$ cat config.mk
export PLATFORM = sky130hd
export DESIGN_NAME = pcrl_cell
export DESIGN_NICKNAME = d
export VERILOG_FILES = /design/src/rtl/pcrl_pkg.sv /design/src/rtl/pcrl_cell.sv
export SDC_FILE = /design/constraint.sdc
export NUM_CORES = 1
export LEC_CHECK = 0
export BUFFER_PORTS_ARGS = -buffer_cell sky130_fd_sc_hd__buf_2
export CORE_ASPECT_RATIO = 2
export CORE_MARGIN = 10
export CORE_UTILIZATION = 40
export CTS_BUF_LIST = sky130_fd_sc_hd__clkbuf_8
export CTS_CLUSTER_SIZE = 16
export DETAILED_ROUTE_END_ITERATION = 12
export GPL_TIMING_DRIVEN = 0
export PLACE_DENSITY_LB_ADDON = 0.08
export RECOVER_POWER = 25
export SYNTH_ARGS = -nofsm -noshare
export SYNTH_HDL_FRONTEND = slang
export SYNTH_SLANG_ARGS = --single-unit
$ cat constraint.sdc
create_clock -name clk_i -period 9.5 [get_ports clk_i]
set_input_delay 2.375 -clock clk_i [delete_from_list [all_inputs] [get_ports clk_i]]
set_output_delay 2.375 -clock clk_i [all_outputs]
set_load 0.02 [all_outputs]
$ cat src/rtl/pcrl_pkg.sv
// Shared types and constants for the per-client rate limiter.
// No dependencies; imported by pcrl_cell and per_client_rate_limiter.
package pcrl_pkg;

  localparam int CFG_IDX_BITS  = 1;
  localparam int CFG_DATA_BITS = 32;
  localparam int COUNT_BITS    = 16;
  localparam int TIME_BITS     = 32;
  localparam int SLOT_BITS     = 4;

  localparam logic [COUNT_BITS-1:0] MAX_REQ_RESET = 16'd60;
  localparam logic [TIME_BITS-1:0]  WINDOW_RESET  = 32'd60;

  typedef enum logic [CFG_IDX_BITS-1:0] {
    CFG_MAX_REQ = 1'b0,
    CFG_WINDOW  = 1'b1
  } cfg_reg_e;

  typedef enum logic [1:0] {
    ST_IDLE,
    ST_SCAN,
    ST_RESP
  } state_e;

  // Lookup token passed down the cell chain.
  typedef struct packed {
    logic                 valid;
    logic                 matched;
    logic                 allowed;
    logic [TIME_BITS-1:0] vstart;
  } probe_t;

endpackage

$ cat src/rtl/pcrl_cell.sv
// One table entry of the rate limiter: holds key, count and window start,
// checks the passing lookup token and hands it on. Depends on pcrl_pkg.
module pcrl_cell #(
  parameter int KEY_BITS = 32,
  parameter int IDX_W    = 4,
  parameter int IDX      = 0
) (
  input  logic                           clk_i,
  input  logic                           rst_ni,
  input  logic [pcrl_pkg::COUNT_BITS-1:0] max_requests_i,
  input  logic [pcrl_pkg::TIME_BITS-1:0]  window_length_i,
  input  logic [KEY_BITS-1:0]             key_i,
  input  logic [pcrl_pkg::TIME_BITS-1:0]  now_i,
  input  pcrl_pkg::probe_t                probe_i,
  input  logic [IDX_W-1:0]                idx_i,
  output pcrl_pkg::probe_t                probe_o,
  output logic [IDX_W-1:0]                idx_o,
  input  logic                            wr_en_i,
  input  logic [IDX_W-1:0]                wr_idx_i
);
  import pcrl_pkg::*;

  logic                  valid_q;
  logic [KEY_BITS-1:0]   key_q;
  logic [COUNT_BITS-1:0] count_q;
  logic [TIME_BITS-1:0]  start_q;

  probe_t                probe_d, probe_q;
  logic [IDX_W-1:0]      idx_d, idx_q;

  logic                  hit;
  logic                  expired;
  logic                  limited;
  logic                  wr_sel;
  logic [TIME_BITS-1:0]  age;
  logic [TIME_BITS-1:0]  eff_start;

  always_comb begin
    hit       = probe_i.valid && !probe_i.matched && valid_q && (key_q == key_i);
    age       = now_i - start_q;
    expired   = age >= window_length_i;
    limited   = count_q >= max_requests_i;
    eff_start = valid_q ? start_q : '0;
    wr_sel    = wr_en_i && (wr_idx_i == IDX_W'(IDX));

    probe_d = probe_i;
    idx_d   = idx_i;
    if (hit) begin
      probe_d.matched = 1'b1;
      probe_d.allowed = expired || !limited;
      idx_d           = IDX_W'(IDX);
    end else if (probe_i.valid && !probe_i.matched && (eff_start < probe_i.vstart)) begin
      probe_d.vstart = eff_start;
      idx_d          = IDX_W'(IDX);
    end
  end

  always_ff @(posedge clk_i or negedge rst_ni) begin
    if (!rst_ni) begin
      valid_q <= 1'b0;
      probe_q <= '0;
    end else begin
      probe_q <= probe_d;
      if (wr_sel) begin
        valid_q <= 1'b1;
      end
    end
  end

  always_ff @(posedge clk_i) begin
    idx_q <= idx_d;
    if (wr_sel) begin
      key_q   <= key_i;
      count_q <= COUNT_BITS'(1);
      start_q <= now_i;
    end else if (hit) begin
      if (expired) begin
        count_q <= COUNT_BITS'(1);
        start_q <= now_i;
      end else if (!limited) begin
        count_q <= count_q + COUNT_BITS'(1);
      end
    end
  end

  assign probe_o = probe_q;
  assign idx_o   = idx_q;

endmodule

Word level (Yosys, flattened, before mapping)
Index checks and enable logic that the tools add are counted. Widths: inputs -> output; s select.

Flip-flop bits (word level): 120. Bits in latches: 0. RAM bits: 0. Bits in read-only memories: 0. Bits of input ports: 158. Output and inout bits: 39. Word-level logic and storage cells: 39. Memories: 0.

Add/subtract/negate cells: 2. Multipliers: 0. Div/mod/pow operators: 0. $lt $le $gt $ge: 3. Equality and inequality tests: 2. Shift operators: 0. Multiplexer cells: 9. Bitwise logic cells: 0. Reduce and logical (&&, ||, !) cells: 14.

Operator list (number): $mux 32 (6); $eq 32x32->1 (1); $ge 32x32->1 (1); $lt 32x32->1 (1); $mux 16 (2); $sub 32x32->32 (1); $add 16x1->16 const B (1); $ge 16x16->1 (1); $logic_and 1x1->1 (5); $logic_not 4->1 (1); $reduce_and 2->1 (2); $reduce_bool 2->1 (2); $logic_not 1->1 (2); $mux 2 (1); $ne 2x2->1 const B (1); $reduce_or 2->1 (1); $logic_or 1x1->1 (1).

Logic depth before layout (Yosys ltp)
Gate-level depths: netlist of run 1.

Depth after elaboration: 6. Depth in mapped cells: 23. Gate-level depth less buffers: 22.

Worst setup path after synthesis of run 1
OpenSTA, ideal clock, no wires.

Path type: input to register. Start point: input now_i[0] (netlist bit). End point: register start_q[0], enable pin. Library setup time: 0.466 ns. Arrival: 8.416 ns. Data required time: 9.034 ns. Setup slack: 0.618 ns. Stages on the path: 18. Path buffers: 0. Cells stage by stage: inv_1 ha_1 inv_1 fa_1 a21o_1 a221oi_2 a211oi_1 or3b_1 o21a_1 a211o_1 a21bo_1 a21oi_2 xnor2_1 ha_1 nand4_1 o41ai_2 inv_1 o21ai_0.

Cells in the longest elaborated chain, start to end: 4.

Ends and longest elaborated chain: from (decl) (line pcrl_cell.sv:13) `input logic [pcrl_pkg::TIME_BITS-1:0] now_i,`; $sub 32x32->32 (line pcrl_cell.sv:40) `age = now_i - start_q;`; $ge 32x32->1 (line pcrl_cell.sv:41) `expired = age >= window_length_i;`; $reduce_bool 2->1 (no line); $reduce_and 2->1 (no line); to (signal assigned) (line pcrl_cell.sv:75) `start_q <= now_i;`; to (signal assigned) (line pcrl_cell.sv:79) `start_q <= now_i;`; to (decl) (line pcrl_cell.sv:26) `logic [TIME_BITS-1:0] start_q;`.

Every way passes these cells. A chain may end at the register's enable or synchronous reset.

Worst setup path in the final report of run 1
Start point: input now_i[0] (netlist bit). End point: register count_q[2].

Cells in the longest elaborated chain, start to end: 4. Elaborated cells on any way between the ends: 5. Those cells by class: add/sub (1); order compare (1); eq/ne (1); mux (1); reduce/logical (1).

Ends and longest elaborated chain: $sub 32x32->32 (*) (line pcrl_cell.sv:40); $ge 32x32->1 (*) (line pcrl_cell.sv:41); $ne 2x2->1 (no line); $reduce_and 2->1 (no line); to (signal assigned) (line pcrl_cell.sv:81) `count_q <= count_q + COUNT_BITS'(1);`; to (decl) (line pcrl_cell.sv:25) `logic [COUNT_BITS-1:0] count_q;`.

Mark *: on every way between the ends. The rest lies on a longest branch, timed or not.

==> flow_metrics.tcl, run 1 <==
set metrics [dict create \
    crit_path_cell_trace "buf_2 -> inv_1 -> ha_1 -> inv_1 -> fa_1 -> a21o_1 -> a221oi_2 -> a211oi_1 -> or3b_1 -> o21a_1 -> a211o_1 -> a21bo_1 -> a21oi_2 -> xnor2_1 -> ha_1 -> nand4_1 -> a21oi_1 -> a2111oi_0 -> o41ai_4 -> nor2_1 -> clkbuf_1 -> nand4b_1 -> a21oi_1" \
    drc 0 \
    final_cells 1364 \
    drt_iter0_drc 231 \
    cp-end-kind "register" \
    die_h_um 225 \
    place.gp.congestion 0.843 \
    pre_cts_ws_ps 1240 \
    die-area_mm2 0.0275 \
    fmax_mhz 129 \
    htree_levels 4 \
    slowest_delay_ps 800 \
    critPathRequiredTime_ps 9880 \
    hp-class "reg2reg" \
    grt_use_total_pct 17.3 \
    cts_buffers 17 \
    pwr-share-seq_pct 41.3 \
    grt_pass1_wl_um 37200 \
    initial_core_util_pct 40.8 \
    yosysSeqAreaShare_pct 38.5 \
    hold_violations 0 \
    p_per_area_mw_per_mm2 138 \
    routedWlPerCell_um 17.3 \
    yosysTopAreaCell "edfxtp_1" \
    cts.clk_slew.worst_paths_ps 80 \
    holdBufCountCts 0 \
    yosys.area.top_type_share_pct 22.9 \
    synth.cell_area_mm2 0.00838 \
    rows 74 \
    setup_violations 0 \
    power.net_switching_mw 0.425 \
    yosysMostFrequentCell "inv_1" \
    firstDrtPassIters 5 \
    wl_um 23700 \
    via_count 6975 \
    multi_input_area_mm2 0.00465 \
    pwr-share-clk_pct 34.7 \
    status "finished, final reports clean" \
    die_x_um 122 \
    rsz0062_at_grt "no" \
    syn_inst 868 \
    drive_above_1_share_pct 19.1 \
    clock_sinks 120 \
    finalCritPeriodShare_pct 81.7 \
    slowest_stage "a2111oi_0" \
    critPathLaunchType "input port" \
    antenna_found_initial 0 \
    cts-resized-gates 0 \
    avgSynthCellArea_um2 9.65 \
    yosys_warnings 0 \
    p_sw_share_pct 30.5 \
    synth_nets 1138 \
    path_max_fanout 10 \
    arrival_ps 8140 \
    cts_tree "done" \
    slew_viol_final 0 \
    synth_common_cells "inv_1 (118), ha_1 (111), a21oi_1 (72)" \
    ant_nets 0 \
    p_leak_nw 4.75 \
    cts_buffer_depth 2 \
    io_buffers 196 \
    irDropWorstVdd_uv 64.5 \
    finClkSkew_ps 13.8 \
    fin_crit_ps 7760 \
    critPathTopFamily "compound AO/OA/AOI/OAI gates" \
    synth-seq-cells 120 \
    cts_root_buf "clkbuf_8" \
    combinationalPowerShare_pct 24.0 \
    cts_setup_buffers 0 \
    ys.flop_type "edfxtp_1" \
    fill_cells 2098 \
    p_int_mw 0.971 \
    area_delta_synth_final_pct 20.5 \
    io_pins 197 \
    setup_slack_ps 1740 \
    place_inst 1332 \
    critPathBufInv 4 \
    synth_edf_count 64 \
    grt_pass1_vias 7386 \
    ys_types 60 \
    ff_latch_area_mm2 0.00322 \
    drv_cap 0 \
    overflow 0 \
    viasPerCell 5.11 \
    final_nets 1355 \
    maxSlewHeadroom_pct 38.8 \
    dp_hpwl_um 19900 \
    netlist_top_cells_area "edfxtp_1 (23%), ha_1 (17%), dfrtp_1 (11%), inv_1 (5.3%), dfxtp_1 (4.8%)" \
    clkLatencyLatePin_ps 450 \
    antenna_cells 0 \
    path_class "in2reg" \
    grt_max_degree 37 \
    worstMarginPinSlew_ps 895 \
    async_flop_share_pct 30.0 \
    core_mm2 0.0206 \
]
[kinds of logic after synthesis]
logic type	count (synthesis)	share of synthesized area (%)
simple gates	204	12.9
compound gates	197	14.6
buf+inv	140	6.33
flops	120	38.5
fa+ha+maj	112	16.8
xor+xnor	63	6.59
mux	32	4.29
[sequential cells by signal (all words and copies together), names as in the netlist]
register / flops
count_q: 16
key_q: 32
idx_o: 4
start_q: 32
valid_q: 1
probe_o: 35
[layout make-up]
type / count / share of cell area, %
Sequential cell: 120 / 31.9
Timing Repair Buffer: 198 / 9.38
Inverter: 119 / 4.43
Clock inverter: 15 / 1.76
Buffer: 21 / 0.843
Tap cell: 266 / 3.30
Clock buffer: 17 / 2.32
Multi-Input combinational cell: 608 / 46.0
[metal layers]
metal / vias to the layer above / routed length, µm / global-route usage, %
met1: 3227 / 8530 / 16.8
met5: - / 0 / 0
met3: 39 / 1250 / 3.99
li1: 3524 / - / -
met2: 185 / 13400 / 34.1
met4: 0 / 522 / 5.81
[power by group through the flow]
stage	clock, mW	sequential, mW	combinational [mW]
after global placement	0	0.589	0.337
after detailed placement	0	0.589	0.343
after floorplan	0	0.607	0.198
after CTS	0.499	0.578	0.345
final	0.485	0.577	0.334
after global routing	0.520	0.579	0.381
[placed cells by master (no fill, tap or decap), types with 5 or more instances in the layout]
cell type and instances:
a31oi_1 5, nor2b_1 5, xnor2_1 40, inv_1 119, a21o_1 27, o21ai_1 16, a211oi_1 6, clkbuf_1 74
and2_1 33, nor3_1 13, o21ai_0 27, ha_1 111, nand3_1 20, nand2_1 42, o21a_1 8, nor4_1 8
and3_1 11, edfxtp_1 64, buf_2 141, nor2_1 32, mux2_2 27, clkbuf_8 17, a21oi_1 72, xor2_1 23
o211ai_1 6, dfrtp_1 36, nand4_1 20, dfxtp_1 20
[per-stage QoR]
stage | hold WS [ps] | total power, mW | setup TNS [ps] | area, µm² | util (%)
3_5_place_dp | 489 | 0.932 | 0 | 9760 | 47.5
3_3_place_gp | 489 | 0.926 | -68170 | 9690 | 47.2
5_1_grt | 536 | 1.48 | 0 | 10100 | 49.1
2_1_floorplan | 459 | 0.805 | 0 | 8380 | -
6_report | 509 | 1.40 | 0 | 10100 | 49.1
4_1_cts | 510 | 1.42 | 0 | 10200 | 49.5
[final timing paths]
path	startpoint	end	slack, ps	cells past startpoint
max	now_i[0]	count_q[2]$_SDFFE_PP0P_	1740	23
min	count_q[9]$_SDFFE_PP0P_	count_q[9]$_SDFFE_PP0P_	510	1
max reg2reg	start_q[0]$_DFFE_PP_	count_q[2]$_SDFFE_PP0P_	3420	21
min reg2reg	count_q[9]$_SDFFE_PP0P_	count_q[9]$_SDFFE_PP0P_	510	1
max in group asynchronous	rst_ni	probe_o[6]$_DFF_PN0_	6840	1
min in group asynchronous	rst_ni	probe_o[26]$_DFF_PN0_	2050	1
(Power assumes the default switching activity.)
==> inputs of run 2 (changes only) <==
==> constraint.sdc (replaced) <==
create_clock -name clk_i -period 7.8 [get_ports clk_i]
set_input_delay 1.95 -clock clk_i [delete_from_list [all_inputs] [get_ports clk_i]]
set_output_delay 1.95 -clock clk_i [all_outputs]
set_load 0.02 [all_outputs]
==> run 2 against run 1 <==
Net effect:
- routed wire length is essentially flat
- clock skew shrank 0.94 ps
- count of clock-buffer cells in the layout is the same
- via count shrank 1.0%
- clock power grew 22%
- highest routed layer unchanged
==> flow_metrics.tcl, run 2 (synthesis gave the netlist of run 1 again) <==
set metrics [dict create \
    status "finished, final reports clean" \
    cts_tree "done" \
    cts-resized-gates 0 \
    cts_buffers 17 \
    hold_path_end "count_q[9]$_SDFFE_PP0P_" \
    fmax_mhz 139 \
    htree_levels 4 \
    worstHoldStart "count_q[9]$_SDFFE_PP0P_" \
    drv_cap 0 \
    irDropWorstVdd_uv 88.9 \
    cts_setup_buffers 0 \
    p_per_area_mw_per_mm2 168 \
    clock_sinks 120 \
    combinationalPowerShare_pct 23.9 \
    min_path_cells 1 \
    cp-end-kind "register" \
    setup_violations 0 \
    largest_reg_flops 35 \
    reg2reg_slack_ps 1880 \
    grt_pass1_vias 7235 \
    p_sw_share_pct 30.4 \
    slew_viol_final 0 \
    drc 0 \
    layout_common_cells "buf_2 (139), inv_1 (119), ha_1 (111)" \
    place.gp.congestion 0.855 \
    path_max_fanout 10 \
    holdWs_ps 505 \
    setup_slack_ps 608 \
    wl_um 23700 \
    grt_max_degree 37 \
    via_count 6903 \
    fill_cells 2102 \
    finClkSkew_ps 12.9 \
    io_buffers 196 \
    r2r_end "count_q[1]$_SDFFE_PP0P_" \
    reg2reg_from "start_q[0]$_DFFE_PP_" \
    final_util_pct 49.1 \
    fin_tns_setup_ps 0 \
    rsz0062_at_grt "no" \
    p_leak_nw 4.75 \
    pre_cts_ws_ps 122 \
    final_common_cell "buf_2" \
    arrival_ps 7550 \
    worstMarginPinSlew_ps 923 \
    dp_hpwl_um 19900 \
    path_class "in2reg" \
    grt_pass1_wl_um 36800 \
    power.net_switching_mw 0.517 \
    cts_buffer_depth 2 \
    final_nets 1355 \
    reg2reg_depth 21 \
    cts.clk_slew.worst_paths_ps 70 \
    die_x_um 122 \
    die_h_um 225 \
    firstDrtPassIters 5 \
    routedWlPerCell_um 17.3 \
    core_mm2 0.0206 \
    overflow 0 \
    pwr-share-seq_pct 41.4 \
    critPathRequiredTime_ps 8160 \
    drive_above_1_share_pct 18.9 \
    cts_root_buf "clkbuf_8" \
    viasPerCell 5.06 \
    holdBufCountCts 0 \
    initial_core_util_pct 40.8 \
    rows 74 \
    die-area_mm2 0.0275 \
    fin_crit_ps 7190 \
    clkLatencyLatePin_ps 430 \
    area_delta_synth_final_pct 20.5 \
    hold_violations 0 \
    drt_iter0_drc 230 \
    critPathLaunchType "input port" \
    ant_nets 0 \
    p_int_mw 1.18 \
    maxSlewHeadroom_pct 38.5 \
    finalPower_mw 1.70 \
    antenna_found_initial 1 \
    finalCritPeriodShare_pct 92.2 \
    pwr-share-clk_pct 34.7 \
    io_pins 197 \
    hp-class "reg2reg" \
    grt_use_total_pct 17.2 \
]
[run 2: cell types whose count changed in the layout (fill, tap and decap cells not counted)]
| cell | change |
|---|---|
| diode_2 | +1 |
| buf_2 | -2 |
| clkbuf_1 | +2 |
| clkinvlp_4 | -1 |
| clkinv_4 | +1 |
[run 2: through the flow]
step	instances	instance area (µm²)
global placement	1330	9690
finish	1365	10100
floorplan	868	8380
global route	1365	10100
CTS	1364	10200
detailed placement	1332	9760
[run 2: routing by layer]
metal  GRT usage (%)  vias up  share of wire, %
met2            34.1      157                57
li1                -     3520                 -
met5               0        -                 0
met1            16.8     3206                36
met3            3.31       20               4.7
met4            5.61        0               1.7
[run 2: critical path, cell delays in order]
cell and delay (ps):
buf_2 110, inv_1 50, ha_1 130, inv_1 50, fa_1 400, a21o_1 200
a221oi_2 340, a211oi_1 180, or3b_1 470, o21a_1 250, a211o_1 360, a21bo_1 210
a21oi_2 140, xnor2_1 140, ha_1 280, nand4_1 170, a21oi_1 60, a2111oi_0 690
o41ai_4 380, nor2_1 210, clkbuf_1 440, nand3_1 180, a21oi_1 160
[run 2: worst max path at each step]
stage	start	to	slack, ps	depth (start not counted)
floorplan	now_i[0]	start_q[0]$_DFFE_PP_	200	18
global placement	now_i[0]	start_q[29]$_DFFE_PP_	-1970	19
global route	now_i[0]	count_q[2]$_SDFFE_PP0P_	260	23
CTS	now_i[0]	count_q[1]$_SDFFE_PP0P_	590	23
detailed placement	now_i[0]	count_q[1]$_SDFFE_PP0P_	120	23
finish	now_i[0]	count_q[1]$_SDFFE_PP0P_	610	23
[run 2: power groups by stage]
stage / Clock (mW) / Combinational [mW] / Sequential [mW]
after floorplan: 0 / 0.241 / 0.739
after global placement: 0 / 0.410 / 0.717
after detailed placement: 0 / 0.417 / 0.718
after CTS: 0.612 / 0.420 / 0.704
after global routing: 0.640 / 0.460 / 0.706
final: 0.590 / 0.406 / 0.703
[run 2: final cells by class]
| cell class | instances | area [µm²] | share of cell area [%] |
|---|---|---|---|
| Multi-Input combinational cell | 608 | 4650 | 46.0 |
| Sequential cell | 120 | 3220 | 31.9 |
| Timing Repair Buffer | 198 | 945 | 9.36 |
| Inverter | 119 | 447 | 4.42 |
| Tap cell | 266 | 333 | 3.30 |
| Clock buffer | 17 | 234 | 2.32 |
| Clock inverter | 15 | 179 | 1.77 |
| Buffer | 21 | 85.1 | 0.843 |
| Antenna cell | 1 | 2.50 | 0.0248 |
